### src/csru_pkg.sv
// shared types and constants for the cache set replacement unit
package csru_pkg;

   localparam int TAG_W         = 32;
   localparam int BLOCK_BYTES_W = 11;
   localparam int COST_W        = 16;
   localparam int FILL_W        = 16;
   localparam int SUM_W         = 18;
   localparam int CSR_INDEX_W   = 2;

   // access costs in cycles
   localparam logic [SUM_W-1:0] HIT_COST           = 18'd1;
   localparam logic [SUM_W-1:0] MEM_WRITE_COST     = 18'd100;
   localparam logic [6:0]       FILL_COST_PER_WORD = 7'd100;
   localparam logic [SUM_W-1:0] COST_MAX           = 18'd65535;

   // register reset values
   localparam logic [BLOCK_BYTES_W-1:0] BLOCK_BYTES_RESET = 11'd16;

   typedef enum logic [0:0] {
      OP_LOAD  = 1'b0,
      OP_STORE = 1'b1
   } op_type;

   typedef enum logic [CSR_INDEX_W-1:0] {
      CSR_BLOCK_BYTES    = 2'd0,
      CSR_WRITE_ALLOCATE = 2'd1,
      CSR_WRITE_THROUGH  = 2'd2,
      CSR_USE_LRU        = 2'd3
   } csr_index_type;

   typedef enum logic [1:0] {
      ST_IDLE,
      ST_LOOKUP,
      ST_COMMIT
   } state_type;

   // controller to datapath
   typedef struct packed {
      logic capture;
      logic lookup;
      logic commit;
   } cmd_type;

   // datapath to controller
   typedef struct packed {
      logic rsp_busy;
   } status_type;

endpackage

### src/csru_ctrl.sv
// sequencer for capture, lookup and commit of one access
module csru_ctrl (
   input  logic                clock,
   input  logic                reset,
   input  logic                req_tvalid,
   output logic                req_tready,
   input  csru_pkg::status_type status,
   output csru_pkg::cmd_type    cmd
);

   csru_pkg::state_type state_ff;
   csru_pkg::state_type state_in;

   always_ff @(posedge clock) begin
      if (reset) begin
         state_ff <= csru_pkg::ST_IDLE;
      end else begin
         state_ff <= state_in;
      end
   end

   // next state
   always_comb begin
      state_in = state_ff;
      unique case (state_ff)
         csru_pkg::ST_IDLE: begin
            if (req_tvalid) state_in = csru_pkg::ST_LOOKUP;
         end
         csru_pkg::ST_LOOKUP: begin
            state_in = csru_pkg::ST_COMMIT;
         end
         csru_pkg::ST_COMMIT: begin
            if (!status.rsp_busy) state_in = csru_pkg::ST_IDLE;
         end
         default: begin
            state_in = csru_pkg::ST_IDLE;
         end
      endcase
   end

   // outputs
   always_comb begin
      req_tready  = 1'b0;
      cmd.capture = 1'b0;
      cmd.lookup  = 1'b0;
      cmd.commit  = 1'b0;
      unique case (state_ff)
         csru_pkg::ST_IDLE: begin
            req_tready  = 1'b1;
            cmd.capture = req_tvalid;
         end
         csru_pkg::ST_LOOKUP: begin
            cmd.lookup = 1'b1;
         end
         csru_pkg::ST_COMMIT: begin
            cmd.commit = !status.rsp_busy;
         end
         default: begin
            req_tready = 1'b0;
         end
      endcase
   end

endmodule

### src/csru_datapath.sv
// way state, tag compare, age update, cost sum and result register
module csru_datapath #(
   parameter int WAYS = 4
) (
   input  logic                                clock,
   input  logic                                reset,
   input  csru_pkg::cmd_type                   cmd,
   output csru_pkg::status_type                status,
   input  logic [0:0]                          req_tuser,
   input  logic [csru_pkg::TAG_W-1:0]          req_tdata,
   output logic                                rsp_tvalid,
   input  logic                                rsp_tready,
   output logic [0:0]                          rsp_tuser,
   output logic [csru_pkg::COST_W-1:0]         rsp_tdata,
   input  logic                                csr_valid,
   input  logic [csru_pkg::CSR_INDEX_W-1:0]    csr_index,
   input  logic [csru_pkg::BLOCK_BYTES_W-1:0]  csr_data
);

   localparam int AGE_W = (WAYS > 1) ? $clog2(WAYS) : 1;
   localparam int CNT_W = $clog2(WAYS + 1);
   localparam logic [AGE_W-1:0] OLDEST = AGE_W'(WAYS - 1);
   localparam logic [CNT_W-1:0] FULL   = CNT_W'(WAYS);

   // configuration
   logic [csru_pkg::BLOCK_BYTES_W-1:0] block_bytes_ff;
   logic                               write_allocate_ff;
   logic                               write_through_ff;
   logic                               use_lru_ff;

   // set state
   logic                        way_valid_ff [WAYS];
   logic                        way_valid_in [WAYS];
   logic [csru_pkg::TAG_W-1:0]  way_tag_ff   [WAYS];
   logic [csru_pkg::TAG_W-1:0]  way_tag_in   [WAYS];
   logic                        way_dirty_ff [WAYS];
   logic                        way_dirty_in [WAYS];
   logic [AGE_W-1:0]            way_age_ff   [WAYS];
   logic [AGE_W-1:0]            way_age_in   [WAYS];
   logic [CNT_W-1:0]            filled_count_ff;
   logic [CNT_W-1:0]            filled_count_in;

   // captured access
   csru_pkg::op_type            op_ff;
   logic [csru_pkg::TAG_W-1:0]  tag_ff;

   // lookup results
   logic                        hit_c, hit_ff;
   logic [AGE_W-1:0]            hit_way_c, hit_way_ff;
   logic [AGE_W-1:0]            hit_age_c, hit_age_ff;
   logic [AGE_W-1:0]            empty_way_c;
   logic [AGE_W-1:0]            victim_way_c;
   logic                        victim_dirty_c;
   logic                        use_empty_c, use_empty_ff;
   logic [AGE_W-1:0]            fill_way_ff;
   logic                        victim_dirty_ff;
   logic [csru_pkg::FILL_W-1:0] fill_cost_ff;

   // result register
   logic                        rsp_valid_ff, rsp_valid_in;
   logic                        rsp_hit_ff;
   logic [csru_pkg::COST_W-1:0] rsp_cost_ff, rsp_cost_in;

   logic                        is_store;
   logic                        allocate;
   logic [csru_pkg::SUM_W-1:0]  cost_sum;

   assign is_store = (op_ff == csru_pkg::OP_STORE);
   assign allocate = !hit_ff && (!is_store || write_allocate_ff);

   // configuration writes
   always_ff @(posedge clock) begin
      if (reset) begin
         block_bytes_ff    <= csru_pkg::BLOCK_BYTES_RESET;
         write_allocate_ff <= 1'b1;
         write_through_ff  <= 1'b0;
         use_lru_ff        <= 1'b1;
      end else if (csr_valid) begin
         unique case (csru_pkg::csr_index_type'(csr_index))
            csru_pkg::CSR_BLOCK_BYTES:    block_bytes_ff    <= csr_data;
            csru_pkg::CSR_WRITE_ALLOCATE: write_allocate_ff <= csr_data[0];
            csru_pkg::CSR_WRITE_THROUGH:  write_through_ff  <= csr_data[0];
            csru_pkg::CSR_USE_LRU:        use_lru_ff        <= csr_data[0];
            default:                      use_lru_ff        <= use_lru_ff;
         endcase
      end
   end

   // access capture
   always_ff @(posedge clock) begin
      if (cmd.capture) begin
         op_ff  <= csru_pkg::op_type'(req_tuser);
         tag_ff <= req_tdata;
      end
   end

   // parallel compare, lowest index wins
   always_comb begin
      hit_c          = 1'b0;
      hit_way_c      = '0;
      hit_age_c      = '0;
      empty_way_c    = '0;
      victim_way_c   = '0;
      victim_dirty_c = 1'b0;
      for (int i = WAYS - 1; i >= 0; i--) begin
         if (way_valid_ff[i] && (way_tag_ff[i] == tag_ff)) begin
            hit_c     = 1'b1;
            hit_way_c = AGE_W'(i);
            hit_age_c = way_age_ff[i];
         end
         if (!way_valid_ff[i]) begin
            empty_way_c = AGE_W'(i);
         end
         if (way_age_ff[i] == OLDEST) begin
            victim_way_c   = AGE_W'(i);
            victim_dirty_c = way_dirty_ff[i];
         end
      end
      use_empty_c = (filled_count_ff < FULL);
   end

   always_ff @(posedge clock) begin
      if (cmd.lookup) begin
         hit_ff          <= hit_c;
         hit_way_ff      <= hit_way_c;
         hit_age_ff      <= hit_age_c;
         use_empty_ff    <= use_empty_c;
         fill_way_ff     <= use_empty_c ? empty_way_c : victim_way_c;
         victim_dirty_ff <= !use_empty_c && victim_dirty_c;
         fill_cost_ff    <= csru_pkg::FILL_W'(block_bytes_ff[csru_pkg::BLOCK_BYTES_W-1:2])
                            * csru_pkg::FILL_W'(csru_pkg::FILL_COST_PER_WORD);
      end
   end

   // set update on commit
   always_comb begin
      filled_count_in = filled_count_ff;
      for (int i = 0; i < WAYS; i++) begin
         way_valid_in[i] = way_valid_ff[i];
         way_tag_in[i]   = way_tag_ff[i];
         way_dirty_in[i] = way_dirty_ff[i];
         way_age_in[i]   = way_age_ff[i];
      end
      if (cmd.commit) begin
         if (hit_ff) begin
            for (int i = 0; i < WAYS; i++) begin
               if (use_lru_ff && way_valid_ff[i]) begin
                  if (way_age_ff[i] == hit_age_ff) begin
                     way_age_in[i] = '0;
                  end else if (way_age_ff[i] < hit_age_ff) begin
                     way_age_in[i] = way_age_ff[i] + 1'b1;
                  end
               end
               if ((AGE_W'(i) == hit_way_ff) && is_store && !write_through_ff) begin
                  way_dirty_in[i] = 1'b1;
               end
            end
         end else if (allocate) begin
            if (use_empty_ff) begin
               filled_count_in = filled_count_ff + 1'b1;
            end
            for (int i = 0; i < WAYS; i++) begin
               // the victim holds the oldest age, so every other valid way ages
               if (way_valid_ff[i]) begin
                  way_age_in[i] = way_age_ff[i] + 1'b1;
               end
               if (AGE_W'(i) == fill_way_ff) begin
                  way_valid_in[i] = 1'b1;
                  way_tag_in[i]   = tag_ff;
                  way_age_in[i]   = '0;
                  way_dirty_in[i] = is_store && !write_through_ff;
               end
            end
         end
      end
   end

   always_ff @(posedge clock) begin
      if (reset) begin
         filled_count_ff <= '0;
         for (int i = 0; i < WAYS; i++) begin
            way_valid_ff[i] <= 1'b0;
            way_tag_ff[i]   <= '0;
            way_dirty_ff[i] <= 1'b0;
            way_age_ff[i]   <= '0;
         end
      end else begin
         filled_count_ff <= filled_count_in;
         for (int i = 0; i < WAYS; i++) begin
            way_valid_ff[i] <= way_valid_in[i];
            way_tag_ff[i]   <= way_tag_in[i];
            way_dirty_ff[i] <= way_dirty_in[i];
            way_age_ff[i]   <= way_age_in[i];
         end
      end
   end

   // access cost
   always_comb begin
      if (hit_ff) begin
         cost_sum = csru_pkg::HIT_COST
                  + ((is_store && write_through_ff) ? csru_pkg::MEM_WRITE_COST : '0);
      end else if (allocate) begin
         cost_sum = csru_pkg::SUM_W'(fill_cost_ff)
                  + (victim_dirty_ff ? csru_pkg::SUM_W'(fill_cost_ff) : '0)
                  + (is_store ? (write_through_ff ? csru_pkg::MEM_WRITE_COST
                                                  : csru_pkg::HIT_COST) : '0);
      end else begin
         cost_sum = csru_pkg::MEM_WRITE_COST;
      end
      rsp_cost_in = (cost_sum > csru_pkg::COST_MAX) ? '1 : cost_sum[csru_pkg::COST_W-1:0];
   end

   // result register
   always_comb begin
      rsp_valid_in = rsp_valid_ff;
      if (cmd.commit) begin
         rsp_valid_in = 1'b1;
      end else if (rsp_tready) begin
         rsp_valid_in = 1'b0;
      end
   end

   always_ff @(posedge clock) begin
      if (reset) begin
         rsp_valid_ff <= 1'b0;
      end else begin
         rsp_valid_ff <= rsp_valid_in;
      end
   end

   always_ff @(posedge clock) begin
      if (cmd.commit) begin
         rsp_hit_ff  <= hit_ff;
         rsp_cost_ff <= rsp_cost_in;
      end
   end

   assign status.rsp_busy = rsp_valid_ff && !rsp_tready;
   assign rsp_tvalid      = rsp_valid_ff;
   assign rsp_tuser       = rsp_hit_ff;
   assign rsp_tdata       = rsp_cost_ff;

endmodule

### src/cache_set_replacement_model_unit.sv
// top level of the cache set replacement unit
//
// Models one set of a WAYS-way associative cache. Each request transfer is a
// load or a store of one tag; each response transfer reports hit or miss and
// the cycles that access costs. Fills go to the first empty way, otherwise the
// oldest way is evicted under LRU or FIFO order; write-allocate, write-through
// and block size are set through the csr port, which is to be written by the user
// only while no access is in flight; the block itself does not enforce this. An
// access runs through capture, lookup (all ways compared in parallel and the fill
// cost multiplied out) and commit (ages, tags and dirty bits updated, cost summed
// and saturated into the response register). Commit waits while the response
// register still holds an untaken result, but a new request is taken as soon as
// commit is done, and never before, so one access is in flight at a time. The set
// state resets at once; there is no clearing pass.
module cache_set_replacement_model_unit #(
   parameter int WAYS = 4
) (
   input  logic                                clock,
   input  logic                                reset,
   // request: tuser = operation, tdata = tag
   input  logic                                req_tvalid,
   output logic                                req_tready,
   input  logic [0:0]                          req_tuser,   // [0] operation
   input  logic [csru_pkg::TAG_W-1:0]          req_tdata,   // [31:0] tag
   // response: tuser = hit, tdata = cycle_cost
   output logic                                rsp_tvalid,
   input  logic                                rsp_tready,
   output logic [0:0]                          rsp_tuser,   // [0] hit
   output logic [csru_pkg::COST_W-1:0]         rsp_tdata,   // [15:0] cycle_cost
   // register writes
   input  logic                                csr_valid,
   output logic                                csr_ready,
   input  logic [csru_pkg::CSR_INDEX_W-1:0]    csr_index,
   input  logic [csru_pkg::BLOCK_BYTES_W-1:0]  csr_data
);

   csru_pkg::cmd_type    cmd;
   csru_pkg::status_type status;

   // registers can always be written
   assign csr_ready = 1'b1;

   // sequencer
   csru_ctrl u_ctrl (
      .clock      (clock),
      .reset      (reset),
      .req_tvalid (req_tvalid),
      .req_tready (req_tready),
      .status     (status),
      .cmd        (cmd)
   );

   // set state and result path
   csru_datapath #(
      .WAYS (WAYS)
   ) u_datapath (
      .clock      (clock),
      .reset      (reset),
      .cmd        (cmd),
      .status     (status),
      .req_tuser  (req_tuser),
      .req_tdata  (req_tdata),
      .rsp_tvalid (rsp_tvalid),
      .rsp_tready (rsp_tready),
      .rsp_tuser  (rsp_tuser),
      .rsp_tdata  (rsp_tdata),
      .csr_valid  (csr_valid),
      .csr_index  (csr_index),
      .csr_data   (csr_data)
   );

endmodule

### config.mk
export PLATFORM = sky130hd
export DESIGN_NAME = cache_set_replacement_model_unit
export DESIGN_NICKNAME = d
export VERILOG_FILES = /design/src/csru_pkg.sv /design/src/csru_ctrl.sv /design/src/csru_datapath.sv /design/src/cache_set_replacement_model_unit.sv
export SDC_FILE = /design/constraint.sdc
export NUM_CORES = 1
export LEC_CHECK = 0
export BUFFER_PORTS_ARGS = -buffer_cell sky130_fd_sc_hd__buf_2
export CORE_MARGIN = 3
export CORE_UTILIZATION = 50
export DETAILED_ROUTE_END_ITERATION = 10
export PLACE_DENSITY = 0.7
export SETUP_SLACK_MARGIN = 0.02
export SLEW_MARGIN = 30
export SYNTH_ARGS = -nofsm -noshare
export SYNTH_HDL_FRONTEND = slang
export SYNTH_SLANG_ARGS = --single-unit
export TNS_END_PERCENT = 5
### constraint.sdc
create_clock -name clock -period 3.7 [get_ports clock]
set_input_delay 0.185 -clock clock [delete_from_list [all_inputs] [get_ports clock]]
set_output_delay 0.185 -clock clock [all_outputs]
set_load 0.05 [all_outputs]
==> qor.csv, run 1 <==
stage;metric;value;unit
job;Max Cap Viol;0;
global_routing;initial antenna violation count;0;
clocking;CTS resizes;0;
synth;Yosys top cell area share;27.88;%
synth;Post-synth EDFFs;73;
sta;final setup vio count;0;
detailed_routing;Routed WL;26360;um
detailed_routing;drt drc;0;
place;Placement Cell Area;0.01216;mm2
synth;Post-Synthesis Cells;1276;
clocking;Clk pin slew, worst setup/hold paths;0.07;ns
detailed_routing;DR vias/cell;5.269;
clocking;CTS buffer count;26;
synth;Post-synth top flop;dfxtp_1;
detailed_routing;WL/cell;15.67;um
place;Port Buffers;68;
place;HPWL Detailed;17750;um
sta;post-layout min period;3.347;ns
sta;Worst-Margin Slew;0.9395;ns
setup_path;CP Capture Type;flop;
synth;Yosys reg bits;235;
synth;async set-or-reset flop fraction in the synthesized netlist;0;%
detailed_routing;First DRT Iteration DRCs;501;
clocking;CTS tree;yes;
clocking;Root Buffer;clkbuf_16;
setup_path;Crit Path Class;flop to flop;
die;die footprint;0.02513;mm2
power;power density over the cells;423.7;mW/mm2
die;Die H;158.5;um
setup_path;most frequent CP cell;ha_1;
die;Chip Width;158.5;um
synth;Mapped Area;0.01163;mm2
clocking;clock sinks;235;
global_routing;first-pass GRT wire length;41850;um
detailed_routing;via count;8862;
die;Top Ports;71;
min_path;Worst Hold Class;input pin to flop;
synth;Synth Area per Inst;9.116;um2
die;CORE AREA;0.02278;mm2
clocking;H-tree levels;1;
die;Starting Density;51.07;%
sta;Max Slew Vio Count;0;
sta;Relative slew margins;37.37;%
power;Pwr Total;5.673;mW
detailed_routing;iteration count of the initial detailed-routing pass;5;
cells_and_area;P&R area growth vs syn;15.11;%
global_routing;largest net degree at the start of global routing;83;
run_status;status;finished, final reports clean;
cells_and_area;final core occ;58.79;%
setup_path;slowest stage delay, CP;0.58;ns
sta;setup ws final;0.3530;ns
setup_path;Crit-path slowest cell;a2111oi_0;
synth;cell with the most instances after synthesis;nand2_1;
sta;maximum operating frequency;0.2988;GHz
place;placed cell count;1591;
synth;Yosys top cell by area;dfxtp_1;
sta;Hold Vio Cnt, Final;0;
clocking;worst-skew pair later-pin latency;0.52;ns
power;leak pwr;4.860;nW
global_routing;GRT Util Overall;20.90;%
power;VDD IR max;0.4389;mV
place;final RePlAce weighted congestion;0.8553;
sta;Hold Slack;0.04573;ns
place;Setup WS pre-CTS;0.3741;ns
sta;setup TNS;0;ns
setup_path;crit start category;flop;
setup_path;crit path DAT;3.62;ns
clocking;Longest Clk Path Bufs;3;
global_routing;number of global-route vias before repair;8218;
cells_and_area;final net count;1458;
setup_path;CP Max Fanout;4;
setup_path;Worst Path Required;3.98;ns
sta;fin crit share;90.46;%
detailed_routing;Antenna Nets Post-Route;0;
synth;top cells by count, synth;292 x nand2_1, 164 x a21oi_1, 162 x dfxtp_1, 129 x xnor2_1, 73 x edfxtp_1;
cells_and_area;Ant. Diodes;0;
synth;Mapped Nets;1385;
sta;RSZ-0062 raised after global routing;false;
cells_and_area;Design Area, Final;0.01339;mm2
global_routing;Remaining Overflow, GRT;0;
synth;largest cells by area after synthesis;dfxtp_1 28%, edfxtp_1 19%, xnor2_1 9.7%;
setup_path;worst path cell trace;ha_1, ha_1, fa_1, ha_1, a21oi_1, o21bai_1, a2111oi_0, o31ai_1, a21oi_1, xnor2_1;
synth;register area share after synthesis;46.72;%
die;Row Count;55;
synth;YS warnings;0;
sta;Worst Clk Skew;0.01456;ns
cells_and_area;layout cells sized above 1;10.74;%
synth;post-synth cell types;58;
cells_and_area;Post-Layout Cell Count;1682;
==> sequential cells by signal, indices dropped and copies added, names as in the netlist, 4 cells and up <==
register	count
u_datapath.way_age_ff	8
u_datapath.tag_ff	32
u_datapath.way_dirty_ff	4
u_datapath.rsp_tdata	16
u_datapath.way_tag_ff	128
u_datapath.way_valid_ff	4
u_datapath.fill_cost_ff	14
u_datapath.block_bytes_ff	9
==> cell type report <==
cell class                      instances  area, um2
Sequential cell                       235       5435
Timing Repair Buffer                  138      988.4
Inverter                               36      135.1
Tap cell                              313      391.6
Fill cell                            1947       9388
Clock inverter                          7      41.29
Multi-Input combinational cell        912       5640
Clock buffer                           41      758.2
==> routing by layer <==
layer	GRT usage (%)	part of all wire, %	up-vias
li1	-	-	4443
met1	28.48	45	4163
met2	34.68	47	204
met3	2.772	4.7	52
met4	6.760	3.4	0
met5	0	0	-
==> path summary, 6_finish.rpt <==
check                                                                 from                                         end  slack, ns  cells past startpoint
worst max register to register   u_datapath.block_bytes_ff[4]$_SDFFE_PP1P_       u_datapath.fill_cost_ff[15]$_DFFE_PN_       0.35                     10
worst min register to register  u_datapath.way_dirty_ff[0][1]$_SDFFE_PP0P_  u_datapath.way_dirty_ff[0][1]$_SDFFE_PP0P_       0.46                      2
worst max-delay path             u_datapath.block_bytes_ff[4]$_SDFFE_PP1P_       u_datapath.fill_cost_ff[15]$_DFFE_PN_       0.35                     10
worst min-delay path                                            rsp_tready             u_ctrl.state_ff[1]$_SDFFE_PP0P_       0.05                      4
==> cells by family after synthesis <==
kind of cell    after synthesis  share of synthesized area (%)
simple gates                445                          16.51
flops                       235                          46.72
compound gates              223                          10.67
xor+xnor                    154                          11.79
buf+inv                     129                          4.969
fa+ha+maj                    58                          6.561
mux                          31                          2.743
other cells                   1                        0.03224
==> power by group <==
part	switching, mW	internal, mW	leakage [nW]
registers	0.0844	2.72	2.00
clock network	1.01	1.40	0.388
logic	0.247	0.204	2.48
==> placed cells by master (no fill, tap or decap), types with 32 or more instances in the layout <==
master         netlist  final
a21oi_1            164    164
buf_2               10     67
dfxtp_1            162    162
dlygate4sd3_1        0     43
edfxtp_1            73     73
ha_1                53     53
inv_1               36     36
nand2_1            292    292
nand4_1             32     32
nor2_1              46     45
xnor2_1            129    129
==> what timing repair did <==
item,in CTS,in global routing
hold endpoints to repair,45,0
hold buffers,43,0
setup buffers,0,0
==> worst max-delay path, delay by kind of cell, from the launching register on <==
| family | cells | cell delay, ns |
|---|---|---|
| compound gates | 5 | 1.25 |
| xor+xnor | 1 | 0.09 |
| fa+ha+maj | 4 | 1.44 |
| flops | 1 | 0.33 |
Power figures use the tool's default switching activity.
==> run 2, diff against run 1 <==
==> constraint.sdc (replaced) <==
create_clock -name clock -period 3.7 [get_ports clock]
set_input_delay 0 -clock clock [delete_from_list [all_inputs] [get_ports clock]]
set_output_delay 0 -clock clock [all_outputs]
set_load 0.05 [all_outputs]
==> qor.csv, run 2 (synthesis results as in run 1) <==
stage;metric;value;unit;change
run_status;status;finished, final reports clean;;unchanged
setup_path;slowest stage delay, CP;0.55;ns;was 0.58 ns
clocking;CTS buffer count;26;;unchanged
sta;final setup vio count;0;;unchanged
power;Pwr Total;5.835;mW;was 5.673 mW
sta;Worst Clk Skew;0.01897;ns;was 0.01456 ns
power;leak pwr;4.995;nW;was 4.860 nW
cells_and_area;Ant. Diodes;0;;unchanged
power;VDD IR max;0.3512;mV;was 0.4389 mV
die;die footprint;0.02513;mm2;unchanged
die;Starting Density;51.07;%;unchanged
cells_and_area;most frequent cells in the layout;292 x nand2_1, 164 x a21oi_1, 162 x dfxtp_1;;unchanged
setup_path;most frequent CP cell;ha_1;;unchanged
cells_and_area;most common cell after layout, fill and taps aside;nand2_1;;unchanged
detailed_routing;via count;8934;;was 8,862
global_routing;GRT Util Overall;21.67;%;was 20.90%
die;Die H;158.5;um;unchanged
setup_path;crit path DAT;3.60;ns;was 3.62 ns
detailed_routing;DR vias/cell;5.258;;was 5.269
global_routing;Remaining Overflow, GRT;0;;unchanged
sta;setup TNS;0;ns;unchanged
cells_and_area;final net count;1475;;was 1,458
setup_path;Crit-path slowest cell;a2111oi_0;;unchanged
place;Setup WS pre-CTS;0.4157;ns;was 0.3741 ns
place;final RePlAce weighted congestion;0.8725;;was 0.8553
clocking;worst-skew pair later-pin latency;0.53;ns;was 0.52 ns
clocking;CTS tree;yes;;unchanged
cells_and_area;final core occ;59.84;%;was 58.79%
setup_path;Worst Path Required;3.98;ns;about the same
cells_and_area;Post-Layout Cell Count;1699;;was 1,682
global_routing;GR met1 Demand/Resource;30.56;%;was 28.48%
place;Port Buffers;68;;unchanged
clocking;Clk pin slew, worst setup/hold paths;0.06;ns;was 0.07 ns
sta;RSZ-0062 raised after global routing;false;;unchanged
job;Max Cap Viol;0;;unchanged
detailed_routing;Antenna Nets Post-Route;0;;unchanged
cells_and_area;Top reg by flops;u_datapath.way_tag_ff;;unchanged
clocking;post-CTS setup buffers;0;;unchanged
sta;Hold Vio Cnt, Final;0;;unchanged
global_routing;first-pass GRT wire length;43370;um;was 41,850 um
sta;maximum operating frequency;0.3012;GHz;was 0.2988 GHz
setup_path;CP Capture Type;flop;;unchanged
sta;Hold Slack;0.08108;ns;was 0.04573 ns
detailed_routing;First DRT Iteration DRCs;590;;was 501
setup_path;worst path cell trace;ha_1, ha_1, fa_1, ha_1, a21oi_1, o21bai_1, a2111oi_0, o31ai_1, a21oi_1, xnor2_1;;unchanged
die;CORE AREA;0.02278;mm2;unchanged
global_routing;met2 usage;35.61;%;was 34.68%
detailed_routing;WL/cell;16.02;um;was 15.67 um
place;Placement Cell Area;0.01219;mm2;was 0.01216 mm2
die;Top Ports;71;;unchanged
global_routing;GR peak layer;met2;;unchanged
clocking;clock sinks;235;;unchanged
die;Chip Width;158.5;um;unchanged
global_routing;initial antenna violation count;0;;unchanged
global_routing;largest net degree at the start of global routing;99;;was 83
sta;Worst-Margin Slew;0.7908;ns;was 0.9395 ns
cells_and_area;P&R area growth vs syn;17.17;%;was 15.11%
sta;post-layout min period;3.320;ns;was 3.347 ns
sta;Max Slew Vio Count;0;;unchanged
clocking;Root Buffer;clkbuf_16;;unchanged
detailed_routing;iteration count of the initial detailed-routing pass;5;;unchanged
die;Row Count;55;;unchanged
sta;fin crit share;89.73;%;was 90.46%
clocking;H-tree levels;1;;unchanged
detailed_routing;drt drc;0;;unchanged
global_routing;met3 Resource Use GR;2.908;%;was 2.772%
place;placed cell count;1594;;was 1,591
place;HPWL Detailed;17980;um;was 17,750 um
sta;setup ws final;0.3798;ns;was 0.3530 ns
global_routing;number of global-route vias before repair;8319;;was 8,218
setup_path;CP Max Fanout;4;;unchanged
sta;Relative slew margins;47.28;%;was 37.37%
setup_path;Crit Path Class;flop to flop;;unchanged
power;power density over the cells;428.1;mW/mm2;was 423.7 mW/mm2
cells_and_area;Design Area, Final;0.01363;mm2;was 0.01339 mm2
clocking;Longest Clk Path Bufs;3;;unchanged
cells_and_area;layout cells sized above 1;10.97;%;was 10.74%
cells_and_area;max reg flops;128;;unchanged
setup_path;crit start category;flop;;unchanged
detailed_routing;Routed WL;27210;um;was 26,360 um
min_path;Worst Hold Class;input pin to flop;;unchanged
[run 2: cell type report]
type	count	area (um2)
timing repair buffer	155	1155
multi-input combinational	912	5642
sequential	235	5435
clock inverter	3	32.53
clock buffer	45	838.3
inverter	36	135.1
tap	313	391.6
fill	1932	9149
[run 2: per-layer routing]
metal	up-vias	wire length, um
li1	4487	-
met1	4207	12480
met2	200	12840
met3	40	1314
met4	0	574
met5	-	0
[run 2: final timing paths]
kind | startpoint | to | slack (ns) | cells past startpoint
setup reg to reg | u_datapath.block_bytes_ff[4]$_SDFFE_PP1P_ | u_datapath.fill_cost_ff[15]$_DFFE_PN_ | 0.38 | 10
hold reg to reg | u_datapath.way_dirty_ff[0][0]$_SDFFE_PP0P_ | u_datapath.way_dirty_ff[0][0]$_SDFFE_PP0P_ | 0.46 | 2
hold / removal | csr_index[1] | u_datapath.block_bytes_ff[10]$_SDFFE_PP0P_ | 0.08 | 5
setup / recovery | u_datapath.block_bytes_ff[4]$_SDFFE_PP1P_ | u_datapath.fill_cost_ff[15]$_DFFE_PN_ | 0.38 | 10
[run 2: critical path: cells and delay by family, from the launching register on]
family | cells | cell delay, ns
compound gates | 5 | 1.22
xor+xnor | 1 | 0.08
fa+ha+maj | 4 | 1.41
flops | 1 | 0.34
[run 2: where the power goes]
group | leakage [nW] | switching (mW) | internal (mW)
Sequential | 2.00 | 0.0814 | 2.72
Clock | 0.427 | 1.02 | 1.54
Combinational | 2.57 | 0.255 | 0.214
[run 2: repair_timing]
action	CTS	global route
hold endpoints to repair	53	0
resized for setup	0	0
hold buffers	57	0
endpoints found under the setup margin	0	0
